File: src/rtl/mett_pkg.sv
// Shared types, widths, codes and reset values for the motor encoder turn tracker.
`default_nettype none

package mett_pkg;

    // Field widths
    localparam int ANGLE_W   = 13;   // rotor encoder angle, 8192 counts per turn
    localparam int SPEED_W   = 16;
    localparam int CURR_W    = 16;
    localparam int COUNT_W   = 32;
    localparam int TURNS_W   = 32;
    localparam int SHAFT_W   = 16;   // shaft angle, 65536 units per turn
    localparam int EVENT_W   = 2;
    localparam int KIND_W    = 2;
    localparam int RATIO_W   = 8;
    localparam int ROTOR_W   = 10;   // signed rotor turn count
    localparam int QUOT_W    = ROTOR_W + 1;

    // angle * 65536 / (ratio * 8192) == (angle << FRAC_SHIFT) / ratio
    localparam int FRAC_SHIFT = SHAFT_W - ANGLE_W;

    // Stream word widths, padded to whole bytes
    localparam int IN_BITS   = ANGLE_W + SPEED_W + CURR_W;
    localparam int IN_DATA_W = ((IN_BITS + 7) / 8) * 8;
    localparam int OUT_BITS  = COUNT_W + SPEED_W + CURR_W + TURNS_W + SHAFT_W + EVENT_W;
    localparam int OUT_DATA_W = ((OUT_BITS + 7) / 8) * 8;

    // Configuration port
    localparam int CFG_IDX_W  = 2;
    localparam int CFG_DATA_W = 13;

    localparam logic [CFG_IDX_W-1:0] REG_KIND    = 2'd0;
    localparam logic [CFG_IDX_W-1:0] REG_RATIO   = 2'd1;
    localparam logic [CFG_IDX_W-1:0] REG_WRAP_HI = 2'd2;
    localparam logic [CFG_IDX_W-1:0] REG_WRAP_LO = 2'd3;

    // Motor kinds
    localparam logic [KIND_W-1:0] KIND_GEARED = 2'd0;
    localparam logic [KIND_W-1:0] KIND_DIRECT = 2'd1;

    // Wrap event codes
    localparam logic [EVENT_W-1:0] WRAP_NONE = 2'd0;
    localparam logic [EVENT_W-1:0] WRAP_BACK = 2'd1;
    localparam logic [EVENT_W-1:0] WRAP_FWD  = 2'd2;
    localparam logic [EVENT_W-1:0] WRAP_BAD  = 2'd3;

    // Register reset values
    localparam logic [KIND_W-1:0]  RST_KIND    = KIND_GEARED;
    localparam logic [RATIO_W-1:0] RST_RATIO   = 8'd19;
    localparam logic [ANGLE_W-1:0] RST_WRAP_HI = 13'd6700;
    localparam logic [ANGLE_W-1:0] RST_WRAP_LO = 13'd1500;

    // Rotor turn saturation limits
    localparam logic signed [QUOT_W-1:0] ROTOR_MAX = 11'sd511;
    localparam logic signed [QUOT_W-1:0] ROTOR_MIN = -11'sd512;

    // Divider step counts
    localparam int CNT_W = 5;
    localparam logic [CNT_W-1:0] ROT_STEPS = 5'd10;
    localparam logic [CNT_W-1:0] ANG_STEPS = 5'd16;

    typedef enum logic [2:0] {
        ST_IDLE,
        ST_DIV_ROT,
        ST_ROT_FIX,
        ST_DIV_ANG,
        ST_FINISH
    } t_state;

endpackage

`default_nettype wire

File: src/rtl/motor_encoder_turn_tracker.sv
// Top level of the motor encoder turn tracker: frame intake, wrap detection, serial divider.
`default_nettype none

// Multi-turn position tracker for motor feedback frames. Each input word carries a
// 13-bit rotor angle, speed and current; each output word carries the frame count,
// the passed-through speed and current, the saturating output-shaft turn count, the
// 16-bit shaft angle and the wrap event code. Frames of an unsupported motor kind are
// taken and dropped with no output word. A wrap frame skips the divider; a direct-drive
// frame runs only the angle division, a geared frame the rotor-turn division, a fixup
// and the angle division. The input is ready again in the cycle after the result moves
// into the output register. One shared restoring divider resolves one quotient bit per
// cycle: 10 steps for the rotor-turn carry (floor division by the reduction ratio) and
// 16 steps for the shaft angle fraction. The output register holds a finished word
// while the downstream side stalls. Configuration writes belong to idle periods only.
module motor_encoder_turn_tracker (
    input  wire                                 i_clk,
    input  wire                                 i_rst_n,
    // config
    input  wire                                 i_cfg_we,
    input  wire [mett_pkg::CFG_IDX_W-1:0]       i_cfg_index,
    input  wire [mett_pkg::CFG_DATA_W-1:0]      i_cfg_data,
    // input stream
    input  wire                                 s_axis_tvalid,
    output logic                                s_axis_tready,
    // raw_angle[12:0], raw_speed[28:13], raw_current[44:29], zero pad [47:45]
    input  wire [mett_pkg::IN_DATA_W-1:0]       s_axis_tdata,
    // output stream
    output logic                                m_axis_tvalid,
    input  wire                                 m_axis_tready,
    // frame_count[31:0], speed[47:32], current[63:48], shaft_turns[95:64],
    // shaft_angle[111:96], wrap_event[113:112], zero pad [119:114]
    output logic [mett_pkg::OUT_DATA_W-1:0]     m_axis_tdata
);

    // ---------------------------------------------------------------- registers
    mett_pkg::t_state r_state, n_state;

    logic [mett_pkg::KIND_W-1:0]   r_kind;
    logic [mett_pkg::RATIO_W-1:0]  r_ratio;
    logic [mett_pkg::ANGLE_W-1:0]  r_wrap_hi;
    logic [mett_pkg::ANGLE_W-1:0]  r_wrap_lo;

    logic                          r_seen;
    logic [mett_pkg::ANGLE_W-1:0]  r_prev;
    logic [mett_pkg::COUNT_W-1:0]  r_frames;
    logic signed [mett_pkg::ROTOR_W-1:0] r_rotor;
    logic signed [mett_pkg::TURNS_W-1:0] r_whole;
    logic [mett_pkg::SHAFT_W-1:0]  r_last;

    // frame payload held while the divider runs
    logic [mett_pkg::ANGLE_W-1:0]  r_angle;
    logic [mett_pkg::SPEED_W-1:0]  r_speed;
    logic [mett_pkg::CURR_W-1:0]   r_current;
    logic [mett_pkg::EVENT_W-1:0]  r_event;
    logic                          r_neg;

    // shared restoring divider
    logic [mett_pkg::CNT_W-1:0]    r_cnt;
    logic [mett_pkg::RATIO_W-1:0]  r_rem;
    logic [mett_pkg::SHAFT_W-1:0]  r_dvd;
    logic [mett_pkg::SHAFT_W-1:0]  r_quo;

    // output register
    logic                          r_out_valid;
    logic [mett_pkg::OUT_DATA_W-1:0] r_out_data;

    // ---------------------------------------------------------------- input decode
    logic [mett_pkg::ANGLE_W-1:0]  w_in_angle;
    logic [mett_pkg::ANGLE_W-1:0]  w_in_prev;
    logic [mett_pkg::EVENT_W-1:0]  w_in_event;
    logic                          w_accept;
    logic                          w_take;
    logic                          w_out_load;
    logic [mett_pkg::RATIO_W-1:0]  w_ratio;

    assign w_in_angle = s_axis_tdata[mett_pkg::ANGLE_W-1:0];
    assign w_accept   = s_axis_tvalid && s_axis_tready;
    // unsupported kinds are swallowed without touching state
    assign w_take     = w_accept && (r_kind == mett_pkg::KIND_GEARED ||
                                     r_kind == mett_pkg::KIND_DIRECT);
    assign w_ratio    = (r_ratio == '0) ? mett_pkg::RATIO_W'(1) : r_ratio;

    // first frame compares against itself, so it can wrap only when the low threshold lies above the high one
    assign w_in_prev  = r_seen ? r_prev : w_in_angle;

    always_comb begin
        if (w_in_angle > r_wrap_hi && w_in_prev < r_wrap_lo) begin
            w_in_event = mett_pkg::WRAP_BACK;
        end else if (w_in_angle < r_wrap_lo && w_in_prev > r_wrap_hi) begin
            w_in_event = mett_pkg::WRAP_FWD;
        end else begin
            w_in_event = mett_pkg::WRAP_NONE;
        end
    end

    // ---------------------------------------------------------------- divider step
    // One quotient bit per cycle; the partial remainder always stays below the ratio.
    logic [mett_pkg::RATIO_W:0]    w_trial;
    logic                          w_ge;
    logic [mett_pkg::RATIO_W:0]    w_diff;
    logic [mett_pkg::RATIO_W-1:0]  n_rem;

    assign w_trial = {r_rem, r_dvd[mett_pkg::SHAFT_W-1]};
    assign w_ge    = (w_trial >= {1'b0, w_ratio});
    assign w_diff  = w_trial - {1'b0, w_ratio};
    assign n_rem   = w_ge ? w_diff[mett_pkg::RATIO_W-1:0] : w_trial[mett_pkg::RATIO_W-1:0];

    // ---------------------------------------------------------------- rotor carry fixup
    // Floor division of a negative count: negate the magnitude quotient and round down.
    logic [mett_pkg::ROTOR_W-1:0]  w_rotor_mag;
    logic                          w_rem_nz;
    logic [mett_pkg::QUOT_W-1:0]   w_qmag;
    logic signed [mett_pkg::QUOT_W-1:0] w_carry;
    logic [mett_pkg::RATIO_W-1:0]  w_rotor_rem;

    assign w_rotor_mag = r_rotor[mett_pkg::ROTOR_W-1] ?
                         (~r_rotor + mett_pkg::ROTOR_W'(1)) : r_rotor;
    assign w_rem_nz    = (r_rem != '0);
    assign w_qmag      = {1'b0, r_quo[mett_pkg::ROTOR_W-1:0]}
                         + mett_pkg::QUOT_W'(r_neg && w_rem_nz);
    assign w_carry     = r_neg ? -$signed(w_qmag) : $signed(w_qmag);
    assign w_rotor_rem = (r_neg && w_rem_nz) ? (w_ratio - r_rem) : r_rem;

    // ---------------------------------------------------------------- saturating adders
    logic signed [mett_pkg::QUOT_W-1:0]  w_whole_add;
    logic signed [mett_pkg::TURNS_W:0]   w_whole_sum;
    logic signed [mett_pkg::TURNS_W-1:0] w_whole_sat;
    logic signed [mett_pkg::QUOT_W-1:0]  w_step;
    logic signed [mett_pkg::QUOT_W-1:0]  w_rotor_sum;
    logic signed [mett_pkg::ROTOR_W-1:0] w_rotor_sat;

    assign w_step = (w_in_event == mett_pkg::WRAP_BACK) ? -mett_pkg::QUOT_W'(1)
                                                        : mett_pkg::QUOT_W'(1);

    // whole turns take a wrap step on direct motors, or the rotor carry on geared ones
    assign w_whole_add = (r_state == mett_pkg::ST_ROT_FIX) ? w_carry : w_step;
    assign w_whole_sum = {r_whole[mett_pkg::TURNS_W-1], r_whole}
                         + (mett_pkg::TURNS_W+1)'(w_whole_add);

    always_comb begin
        if (w_whole_sum[mett_pkg::TURNS_W] != w_whole_sum[mett_pkg::TURNS_W-1]) begin
            // clamp toward the sign of the true sum
            w_whole_sat = w_whole_sum[mett_pkg::TURNS_W] ?
                          {1'b1, {(mett_pkg::TURNS_W-1){1'b0}}} :
                          {1'b0, {(mett_pkg::TURNS_W-1){1'b1}}};
        end else begin
            w_whole_sat = w_whole_sum[mett_pkg::TURNS_W-1:0];
        end
    end

    assign w_rotor_sum = mett_pkg::QUOT_W'(r_rotor) + w_step;

    always_comb begin
        if (w_rotor_sum > mett_pkg::ROTOR_MAX) begin
            w_rotor_sat = mett_pkg::ROTOR_W'(mett_pkg::ROTOR_MAX);
        end else if (w_rotor_sum < mett_pkg::ROTOR_MIN) begin
            w_rotor_sat = mett_pkg::ROTOR_W'(mett_pkg::ROTOR_MIN);
        end else begin
            w_rotor_sat = w_rotor_sum[mett_pkg::ROTOR_W-1:0];
        end
    end

    // ---------------------------------------------------------------- FSM outputs
    always_comb begin
        s_axis_tready = (r_state == mett_pkg::ST_IDLE);
        w_out_load    = (r_state == mett_pkg::ST_FINISH) &&
                        (!r_out_valid || m_axis_tready);
    end

    // ---------------------------------------------------------------- FSM next state
    always_comb begin
        n_state = r_state;
        case (r_state)
            mett_pkg::ST_IDLE: begin
                if (w_take) begin
                    if (w_in_event != mett_pkg::WRAP_NONE) begin
                        n_state = mett_pkg::ST_FINISH;
                    end else if (r_kind == mett_pkg::KIND_GEARED) begin
                        n_state = mett_pkg::ST_DIV_ROT;
                    end else begin
                        n_state = mett_pkg::ST_DIV_ANG;
                    end
                end
            end
            mett_pkg::ST_DIV_ROT: begin
                if (r_cnt == mett_pkg::CNT_W'(1)) begin
                    n_state = mett_pkg::ST_ROT_FIX;
                end
            end
            mett_pkg::ST_ROT_FIX: begin
                n_state = mett_pkg::ST_DIV_ANG;
            end
            mett_pkg::ST_DIV_ANG: begin
                if (r_cnt == mett_pkg::CNT_W'(1)) begin
                    n_state = mett_pkg::ST_FINISH;
                end
            end
            mett_pkg::ST_FINISH: begin
                if (w_out_load) begin
                    n_state = mett_pkg::ST_IDLE;
                end
            end
            default: begin
                n_state = mett_pkg::ST_IDLE;
            end
        endcase
    end

    // ---------------------------------------------------------------- control state
    always_ff @(posedge i_clk) begin
        if (!i_rst_n) begin
            r_state     <= mett_pkg::ST_IDLE;
            r_kind      <= mett_pkg::RST_KIND;
            r_ratio     <= mett_pkg::RST_RATIO;
            r_wrap_hi   <= mett_pkg::RST_WRAP_HI;
            r_wrap_lo   <= mett_pkg::RST_WRAP_LO;
            r_seen      <= 1'b0;
            r_prev      <= '0;
            r_frames    <= '0;
            r_rotor     <= '0;
            r_whole     <= '0;
            r_last      <= '0;
            r_out_valid <= 1'b0;
        end else begin
            r_state <= n_state;

            if (i_cfg_we) begin
                case (i_cfg_index)
                    mett_pkg::REG_KIND:    r_kind    <= i_cfg_data[mett_pkg::KIND_W-1:0];
                    mett_pkg::REG_RATIO:   r_ratio   <= i_cfg_data[mett_pkg::RATIO_W-1:0];
                    mett_pkg::REG_WRAP_HI: r_wrap_hi <= i_cfg_data[mett_pkg::ANGLE_W-1:0];
                    mett_pkg::REG_WRAP_LO: r_wrap_lo <= i_cfg_data[mett_pkg::ANGLE_W-1:0];
                    default: begin
                    end
                endcase
            end

            if (w_take) begin
                r_frames <= r_frames + mett_pkg::COUNT_W'(1);
                r_seen   <= 1'b1;
                r_prev   <= w_in_angle;
                if (w_in_event != mett_pkg::WRAP_NONE) begin
                    if (r_kind == mett_pkg::KIND_GEARED) begin
                        r_rotor <= w_rotor_sat;
                    end else begin
                        r_whole <= w_whole_sat;
                    end
                end
            end

            // carry whole rotor turns into shaft turns
            if (r_state == mett_pkg::ST_ROT_FIX) begin
                r_rotor <= mett_pkg::ROTOR_W'(w_rotor_rem);
                r_whole <= w_whole_sat;
            end

            // remember the angle of the last non-wrap frame
            if (r_state == mett_pkg::ST_DIV_ANG && r_cnt == mett_pkg::CNT_W'(1)) begin
                r_last <= {r_quo[mett_pkg::SHAFT_W-2:0], w_ge};
            end

            if (w_out_load) begin
                r_out_valid <= 1'b1;
            end else if (m_axis_tready) begin
                r_out_valid <= 1'b0;
            end
        end
    end

    // ---------------------------------------------------------------- datapath
    always_ff @(posedge i_clk) begin
        case (r_state)
            mett_pkg::ST_IDLE: begin
                if (w_take) begin
                    r_angle   <= w_in_angle;
                    r_speed   <= s_axis_tdata[mett_pkg::ANGLE_W +: mett_pkg::SPEED_W];
                    r_current <= s_axis_tdata[mett_pkg::ANGLE_W+mett_pkg::SPEED_W +:
                                              mett_pkg::CURR_W];
                    r_event   <= w_in_event;
                    r_neg     <= r_rotor[mett_pkg::ROTOR_W-1];
                    r_quo     <= r_last;   // wrap frames repeat the last angle
                    if (r_kind == mett_pkg::KIND_GEARED) begin
                        // divide the rotor count magnitude by the ratio
                        r_rem <= '0;
                        r_dvd <= {w_rotor_mag, {(mett_pkg::SHAFT_W-mett_pkg::ROTOR_W){1'b0}}};
                        r_cnt <= mett_pkg::ROT_STEPS;
                    end else begin
                        r_rem <= '0;
                        r_dvd <= {w_in_angle, {mett_pkg::FRAC_SHIFT{1'b0}}};
                        r_cnt <= mett_pkg::ANG_STEPS;
                    end
                end
            end
            mett_pkg::ST_DIV_ROT, mett_pkg::ST_DIV_ANG: begin
                r_rem <= n_rem;
                r_dvd <= {r_dvd[mett_pkg::SHAFT_W-2:0], 1'b0};
                r_quo <= {r_quo[mett_pkg::SHAFT_W-2:0], w_ge};
                r_cnt <= r_cnt - mett_pkg::CNT_W'(1);
            end
            mett_pkg::ST_ROT_FIX: begin
                // rotor remainder forms the top of the shaft-angle dividend
                r_rem <= w_rotor_rem;
                r_dvd <= {r_angle, {mett_pkg::FRAC_SHIFT{1'b0}}};
                r_quo <= '0;
                r_cnt <= mett_pkg::ANG_STEPS;
            end
            mett_pkg::ST_FINISH: begin
                if (w_out_load) begin
                    r_out_data <= {{(mett_pkg::OUT_DATA_W-mett_pkg::OUT_BITS){1'b0}},
                                   r_event, r_quo, r_whole, r_current, r_speed, r_frames};
                end
            end
            default: begin
            end
        endcase
    end

    assign m_axis_tvalid = r_out_valid;
    assign m_axis_tdata  = r_out_data;

endmodule

`default_nettype wire

File: config.mk
export PLATFORM = sky130hd
export DESIGN_NAME = motor_encoder_turn_tracker
export DESIGN_NICKNAME = d
export VERILOG_FILES = /design/src/rtl/mett_pkg.sv /design/src/rtl/motor_encoder_turn_tracker.sv
export SDC_FILE = /design/constraint.sdc
export NUM_CORES = 1
export LEC_CHECK = 0
export BUFFER_PORTS_ARGS = -buffer_cell sky130_fd_sc_hd__buf_2
export CAP_MARGIN = 20
export CORE_ASPECT_RATIO = 0.75
export CORE_MARGIN = 2
export CORE_UTILIZATION = 24
export CTS_CLUSTER_DIAMETER = 120
export DETAILED_ROUTE_END_ITERATION = 8
export GPL_TIMING_DRIVEN = 0
export PLACE_DENSITY = 0.38
export SYNTH_ARGS = -nofsm -noshare
export SYNTH_HDL_FRONTEND = slang
export SYNTH_SLANG_ARGS = --single-unit
File: constraint.sdc
create_clock -name i_clk -period 18.9 [get_ports i_clk]
set_input_delay 1.89 -clock i_clk [delete_from_list [all_inputs] [get_ports i_clk]]
set_output_delay 1.89 -clock i_clk [all_outputs]
set_load 0.01 [all_outputs]
==> Word-level counts from Yosys, hierarchy flattened <==
Index checks and enable logic that the tools add are counted.
{ "word_totals": {"reg_bits": 351, "elab_cells": 132} }
{ "op_classes": {"addsub": 9, "magnitude_cmp": 7, "n_eq_ne": 16, "muxes": 41, "bitwise": 2, "n_reduce_logical": 34} }
{ "op_table": {"columns": ["operator", "count"], "rows": [
  ["$mux W32", 6],
  ["$pmux W16 S3", 2],
  ["$mux W8", 8],
  ["$mux W16", 3],
  ["$add A32 B11 Y33", 1],
  ["$mux W11", 3],
  ["$add A32 B1 Y32 const B", 1],
  ["$mux W10", 3],
  ["$gt A13 B13 Y1", 2],
  ["$lt A13 B13 Y1", 2],
  ["$pmux W8 S3", 1],
  ["$sub A8 B8 Y8", 2],
  ["$mux W3", 5],
  ["$pmux W3 S5", 1],
  ["$pmux W5 S3", 1],
  ["$reduce_and A2 Y1", 7],
  ["$mux W13", 1],
  ["$add A10 B1 Y11", 1],
  ["$add A10 B11 Y11", 1],
  ["$gt A11 B10 Y1 const B", 1],
  ["$lt A11 B10 Y1 const B", 1],
  ["$neg A11 Y11", 1],
  ["$add A10 B2 Y10 const B", 1],
  ["$mux W5", 2],
  ["other kinds (27)", 52]
]} }

==> Longest topological paths before layout <==
{ "logic_depth": {"ltp_word": 15, "ltp_mapped": 27, "mapped_depth_nobuf": 24} }

==> Worst setup path after synthesis <==
Ideal clock, no wire load.
{ "synth_path": {"kind": "input-to-reg", "from": "input port m_axis_tready", "to": "register r_out_data (netlist bit m_axis_tdata[0]), enable pin", "t_arrival_ns": 6.698, "path_slack_ns": 11.615, "cell_stages": 2, "path_buffers": 0, "path_cell_list": "nor2b_1 > nor2_1"} }
{ "synth_between": {"elab_chain_cells": 3} }
{ "synth_lines": {"columns": ["element", "line_no", "rtl"], "rows": [
  ["start, declared", "motor_encoder_turn_tracker.sv:29", "input wire m_axis_tready,"],
  ["$logic_or A1 B1 Y1", "motor_encoder_turn_tracker.sv:167", "(!r_out_valid || m_axis_tready);"],
  ["$logic_and A1 B1 Y1", "motor_encoder_turn_tracker.sv:166", "w_out_load = (r_state == mett_pkg::ST_FINISH) &&"],
  ["net w_out_load", "motor_encoder_turn_tracker.sv:73", "logic w_out_load;"],
  ["$reduce_and A2 Y1 (no line)", null, null],
  ["end signal, assigned", "motor_encoder_turn_tracker.sv:309", "r_out_data <= {{(mett_pkg::OUT_DATA_W-mett_pkg::OUT_BITS){1'b0}},"],
  ["end, declared", "motor_encoder_turn_tracker.sv:65", "logic [mett_pkg::OUT_DATA_W-1:0] r_out_data;"]
]} }
The timed path passes the listed nets, and every way through them passes these cells.
A chain may end at the register's enable or synchronous reset.

==> Worst setup path in the final report <==
{ "layout_path": {"from": "input port s_axis_tdata[10] (netlist name)", "to": "register r_whole[15] (netlist name)"} }
{ "layout_between": {"elab_chain_cells": 15} }
{ "layout_lines": {"columns": ["element", "line_no", "rtl"], "rows": [
  ["start, declared", "motor_encoder_turn_tracker.sv:26", "input wire [mett_pkg::IN_DATA_W-1:0] s_axis_tdata,"],
  ["$mux W13", "motor_encoder_turn_tracker.sv:84", "assign w_in_prev = r_seen ? r_prev : w_in_angle;"],
  ["$gt A13 B13 Y1", "motor_encoder_turn_tracker.sv:89", "end else if (w_in_angle < r_wrap_lo && w_in_prev > r_wrap_hi) begin"],
  ["$logic_and A1 B1 Y1", "motor_encoder_turn_tracker.sv:89", null],
  ["$mux W2", "motor_encoder_turn_tracker.sv:89", null],
  ["$mux W2 *", "motor_encoder_turn_tracker.sv:87", "if (w_in_angle > r_wrap_hi && w_in_prev < r_wrap_lo) begin"],
  ["$eq A2 B1 Y1", "motor_encoder_turn_tracker.sv:132", "assign w_step = (w_in_event == mett_pkg::WRAP_BACK) ? -mett_pkg::QUOT_W'(1)"],
  ["$mux W11", "motor_encoder_turn_tracker.sv:132", null],
  ["$mux W11", "motor_encoder_turn_tracker.sv:136", "assign w_whole_add = (r_state == mett_pkg::ST_ROT_FIX) ? w_carry : w_step;"],
  ["$add A32 B11 Y33", "motor_encoder_turn_tracker.sv:138", "+ (mett_pkg::TURNS_W+1)'(w_whole_add);"],
  ["$mux W32 or $ne A1 B1 Y1 (tied branches)", "motor_encoder_turn_tracker.sv:143, motor_encoder_turn_tracker.sv:141", null],
  ["$mux W32", "motor_encoder_turn_tracker.sv:141", "if (w_whole_sum[mett_pkg::TURNS_W] != w_whole_sum[mett_pkg::TURNS_W-1]) begin"],
  ["$mux W32", "motor_encoder_turn_tracker.sv:243", "if (r_kind == mett_pkg::KIND_GEARED) begin"],
  ["$mux W32", "motor_encoder_turn_tracker.sv:242", "if (w_in_event != mett_pkg::WRAP_NONE) begin"],
  ["$mux W32", "motor_encoder_turn_tracker.sv:238", "if (w_take) begin"],
  ["$mux W32", "motor_encoder_turn_tracker.sv:252", "if (r_state == mett_pkg::ST_ROT_FIX) begin"],
  ["end signal, assigned", "motor_encoder_turn_tracker.sv:246", "r_whole <= w_whole_sat;"],
  ["end signal, assigned", "motor_encoder_turn_tracker.sv:254", "r_whole <= w_whole_sat;"],
  ["end, declared", "motor_encoder_turn_tracker.sv:47", "logic signed [mett_pkg::TURNS_W-1:0] r_whole;"]
]} }
Mark *: on every way between the ends. The rest lies on a longest branch, timed or not. The select of a mux whose other input is x is not followed.

==> results.sh <==
export IMPL_status="completed"
export IMPL_hp_class="reg -> reg"
export IMPL_async_reset_ff_frac=0
export IMPL_grt_max_degree=34
export IMPL_drive_gt1_frac=0.155
export IMPL_die_h_um=238
export IMPL_wirelength_um=51600
export IMPL_gp_congestion=0.859
export IMPL_p_clk_frac=0.273
export IMPL_grt_pass1_wl_um=78800
export IMPL_ant_nets=0
export IMPL_cts_tree="done"
export IMPL_finalSetupViolations=0
export IMPL_max_stage_delay_ns=0.81
export IMPL_antenna_found_initial=0
export IMPL_period_share=0.390
export IMPL_fp_dieW_um=316
export IMPL_cts_setup_buffers=0
export IMPL_final_nets=2096
export IMPL_combinationalPowerShare=0.339
export IMPL_filler_cell_count=7527
export IMPL_htreeDepth=2
export IMPL_multi_input_area_um2=7930
export IMPL_maxSlewViolCount=0
export IMPL_r2r_end="r_whole[15]"
export IMPL_insertedDiodeCount=0
export IMPL_io_buffers=180
export IMPL_final_cell_mix="edfxtp_1 (204), buf_2 (194), nand2_1 (187)"
export IMPL_clk_pin_slew_ns=0.06
export IMPL_cts_buffers=42
export IMPL_whs_ns=0.413
export IMPL_grt_pass1_vias=13000
export IMPL_cp_max_fo=16
export IMPL_p_sw_frac=0.368
export IMPL_drt_iter0_drc=698
export IMPL_endpoint_kind="register"
export IMPL_yosysUniqueCellTypes=83
export IMPL_avgViaCountPerCell=4.56
export IMPL_root_buffer="clkbuf_16"
export IMPL_ctsHoldBuffers=0
export IMPL_reg2reg_depth=26
export IMPL_skew_ns=0.0275
export IMPL_register_area_um2=9010
export IMPL_powerDensity_nw_per_um2=133
export IMPL_min_from="r_speed[11]"
export IMPL_vdd_drop_max_mv=0.0588
export IMPL_cts_resized=0
export IMPL_power_frac_seq=0.388
export IMPL_cpMaxStageDelayCell="a211oi_4"
export IMPL_period_minus_slack_ns=7.36
export IMPL_rows=85
export IMPL_final_common_cell="edfxtp_1"
export IMPL_first_pass_iters=5
export IMPL_cp_arrival_ns=7.82
export IMPL_synth_edf_count=204
export IMPL_dieArea_um2=75300
export IMPL_insertion_delay_ns=0.58
export IMPL_required_ns=19.35
export IMPL_routedWlPerCell_um=17.8
export IMPL_avgSynthCellArea_um2=10.5
export IMPL_synthesis_area_um2=17500
export IMPL_route_detailed_drc=0
export IMPL_cpMostUsedCell="a21oi_1"
export IMPL_p_int_uw=1770
export IMPL_r2r_start="r_rem[4]"
export IMPL_worstMarginPinSlew_ns=1.04
export IMPL_num_io_pins=190
export IMPL_ys_seq_area_frac=0.514
export IMPL_ys_flop_type="edfxtp_1"
export IMPL_track_usage=0.136
export IMPL_cp_start_kind="input pin"
export IMPL_synth_seq_cells=348
export IMPL_max_slew_margin_rel=0.304
export IMPL_clockBufferDepth=3
export IMPL_initial_core_util=0.244
export IMPL_hold_violations=0
export IMPL_static_leakage_power_uw=0.00820
export IMPL_core_um2=72000
export IMPL_p_switching_uw=1030
export IMPL_fmax_ghz=0.136
export IMPL_yosys_warnings=0
export IMPL_dp_hpwl_um=38700
export IMPL_via_count=13200
export IMPL_crit_chain="buf_2 -> mux2_2 -> ha_1 -> a21oi_1 -> nor2b_1 -> o21ai_0 -> or4b_4 -> a211oi_4 -> nand2_1 -> o21ai_0 -> ha_1 -> a2111oi_0 -> o21ai_1 -> nand3_1 -> o22ai_1 -> a21oi_1 -> o21ai_1 -> xnor2_1 -> clkbuf_1 -> maj3_1 -> a21oi_1"
export IMPL_areaGrowthSynthToFinish_pct=20.3
export IMPL_fin_setup_tns_ns=0
export IMPL_rsz0062_at_grt="false"
export IMPL_crit_type="in -> reg"
export IMPL_hold_end="m_axis_tdata[43]"
export IMPL_drv_cap=0
export IMPL_hold_depth=0
export IMPL_cts_sinks=348
export IMPL_synthCells=1674
export IMPL_r2r_setup_slack_ns=11.83
export IMPL_overflow=0
## power by group through the flow
stage | registers [uW] | logic (uW) | clock network, uW
global route | 1100 | 1060 | 824
finish | 1090 | 948 | 765
global placement | 1120 | 924 | 0
CTS | 1090 | 952 | 798
floorplan | 1080 | 660 | 0
detailed placement | 1100 | 946 | 0
## per-layer routing
layer / up-vias / wire length (um) / global-route usage
li1: 6582 / - / -
met1: 6326 / 25700 / 0.199
met2: 245 / 22300 / 0.203
met3: 73 / 2430 / 0.0228
met4: 0 / 1200 / 0.0399
met5: - / 0 / 0
## cells in the mapped netlist (21+ instances only)
cell	instances	area share
edfxtp_1	204	0.35
nand2_1	187	0.040
dfxtp_1	144	0.16
a21oi_1	135	0.039
ha_1	114	0.081
nor2_1	98	0.021
o21ai_0	83	0.024
inv_1	80	0.017
clkbuf_1	52	0.011
xor2_1	50	0.025
xnor2_1	42	0.021
o21ai_1	35	0.010
maj3_1	33	0.019
a21o_1	30	0.013
nand3_1	30	0.0086
o211ai_1	25	0.011
a21boi_0	23	0.0098
nor2b_1	23	0.0082
nand4_1	21	0.0075
## final cells by class
cell class,count,share of cell area
Tap cell,957,0.0568
Multi-Input combinational cell,1175,0.376
Inverter,81,0.0144
Timing Repair Buffer,187,0.0497
Buffer,75,0.0156
Clock inverter,16,0.00593
Sequential cell,348,0.427
Clock buffer,61,0.0546
## critical path: cells and delay by family
kind,cells,cell delay (ns)
adder cells (fa/ha/maj),3,0.93
multiplexers,1,0.31
AO/OA/AOI/OAI,10,2.60
buffers and inverters,2,0.68
XOR/XNOR,1,0.40
AND/OR/NAND/NOR,4,0.97
## how the worst max path moves through the flow
stage	cells after the start	to	from	slack [ns]
after global routing	21	r_whole[12]	s_axis_tdata[10]	11.04
final	21	r_whole[15]	s_axis_tdata[10]	11.54
after detailed placement	20	r_whole[19]	s_axis_tdata[10]	10.46
after floorplan	2	m_axis_tdata[0]	m_axis_tready	11.61
after CTS	20	r_whole[12]	s_axis_tdata[10]	11.05
after global placement	3	m_axis_tdata[53]	m_axis_tready	8.31
## cell families (layout without fill, tap and decap cells)
| kind of cell | Yosys count | after routing | synth area share |
|---|---|---|---|
| other cells | 1 | 6 | 0.000214 |
| flops | 348 | 348 | 0.514 |
| mux | 28 | 28 | 0.0170 |
| simple gates | 452 | 452 | 0.121 |
| compound gates | 446 | 446 | 0.162 |
| buf+inv | 156 | 420 | 0.0360 |
| xor+xnor | 92 | 92 | 0.0459 |
| fa+ha+maj | 151 | 151 | 0.105 |
## sequential cells by signal, indices dropped and copies added, names as in the netlist
| name | count |
|---|---|
| m_axis_tdata | 114 |
| r_frames | 32 |
| r_whole | 32 |
| r_current | 16 |
| r_last | 16 |
| r_quo | 16 |
| r_speed | 16 |
| r_angle | 13 |
| r_dvd | 13 |
| r_prev | 13 |
| r_wrap_hi | 13 |
| r_wrap_lo | 13 |
| r_rotor | 10 |
| r_ratio | 8 |
| r_rem | 8 |
| r_cnt | 5 |
| r_state | 3 |
| r_event | 2 |
| r_kind | 2 |
| m_axis_tvalid | 1 |
| r_neg | 1 |
| r_seen | 1 |
## per-stage QoR
stage	setup WS, ns	total power (uW)	cells	area [um2]	utilization
6_report	11.54	2800	2900	21100	0.293
3_5_place_dp	10.46	2050	2822	19800	0.275
4_1_cts	11.05	2840	2899	21100	0.293
5_1_grt	11.04	2990	2900	21100	0.293
2_1_floorplan	11.61	1740	1679	17600	-
3_3_place_gp	8.31	2040	2816	19700	0.273
No activity file was read; power rests on OpenSTA's default activity.
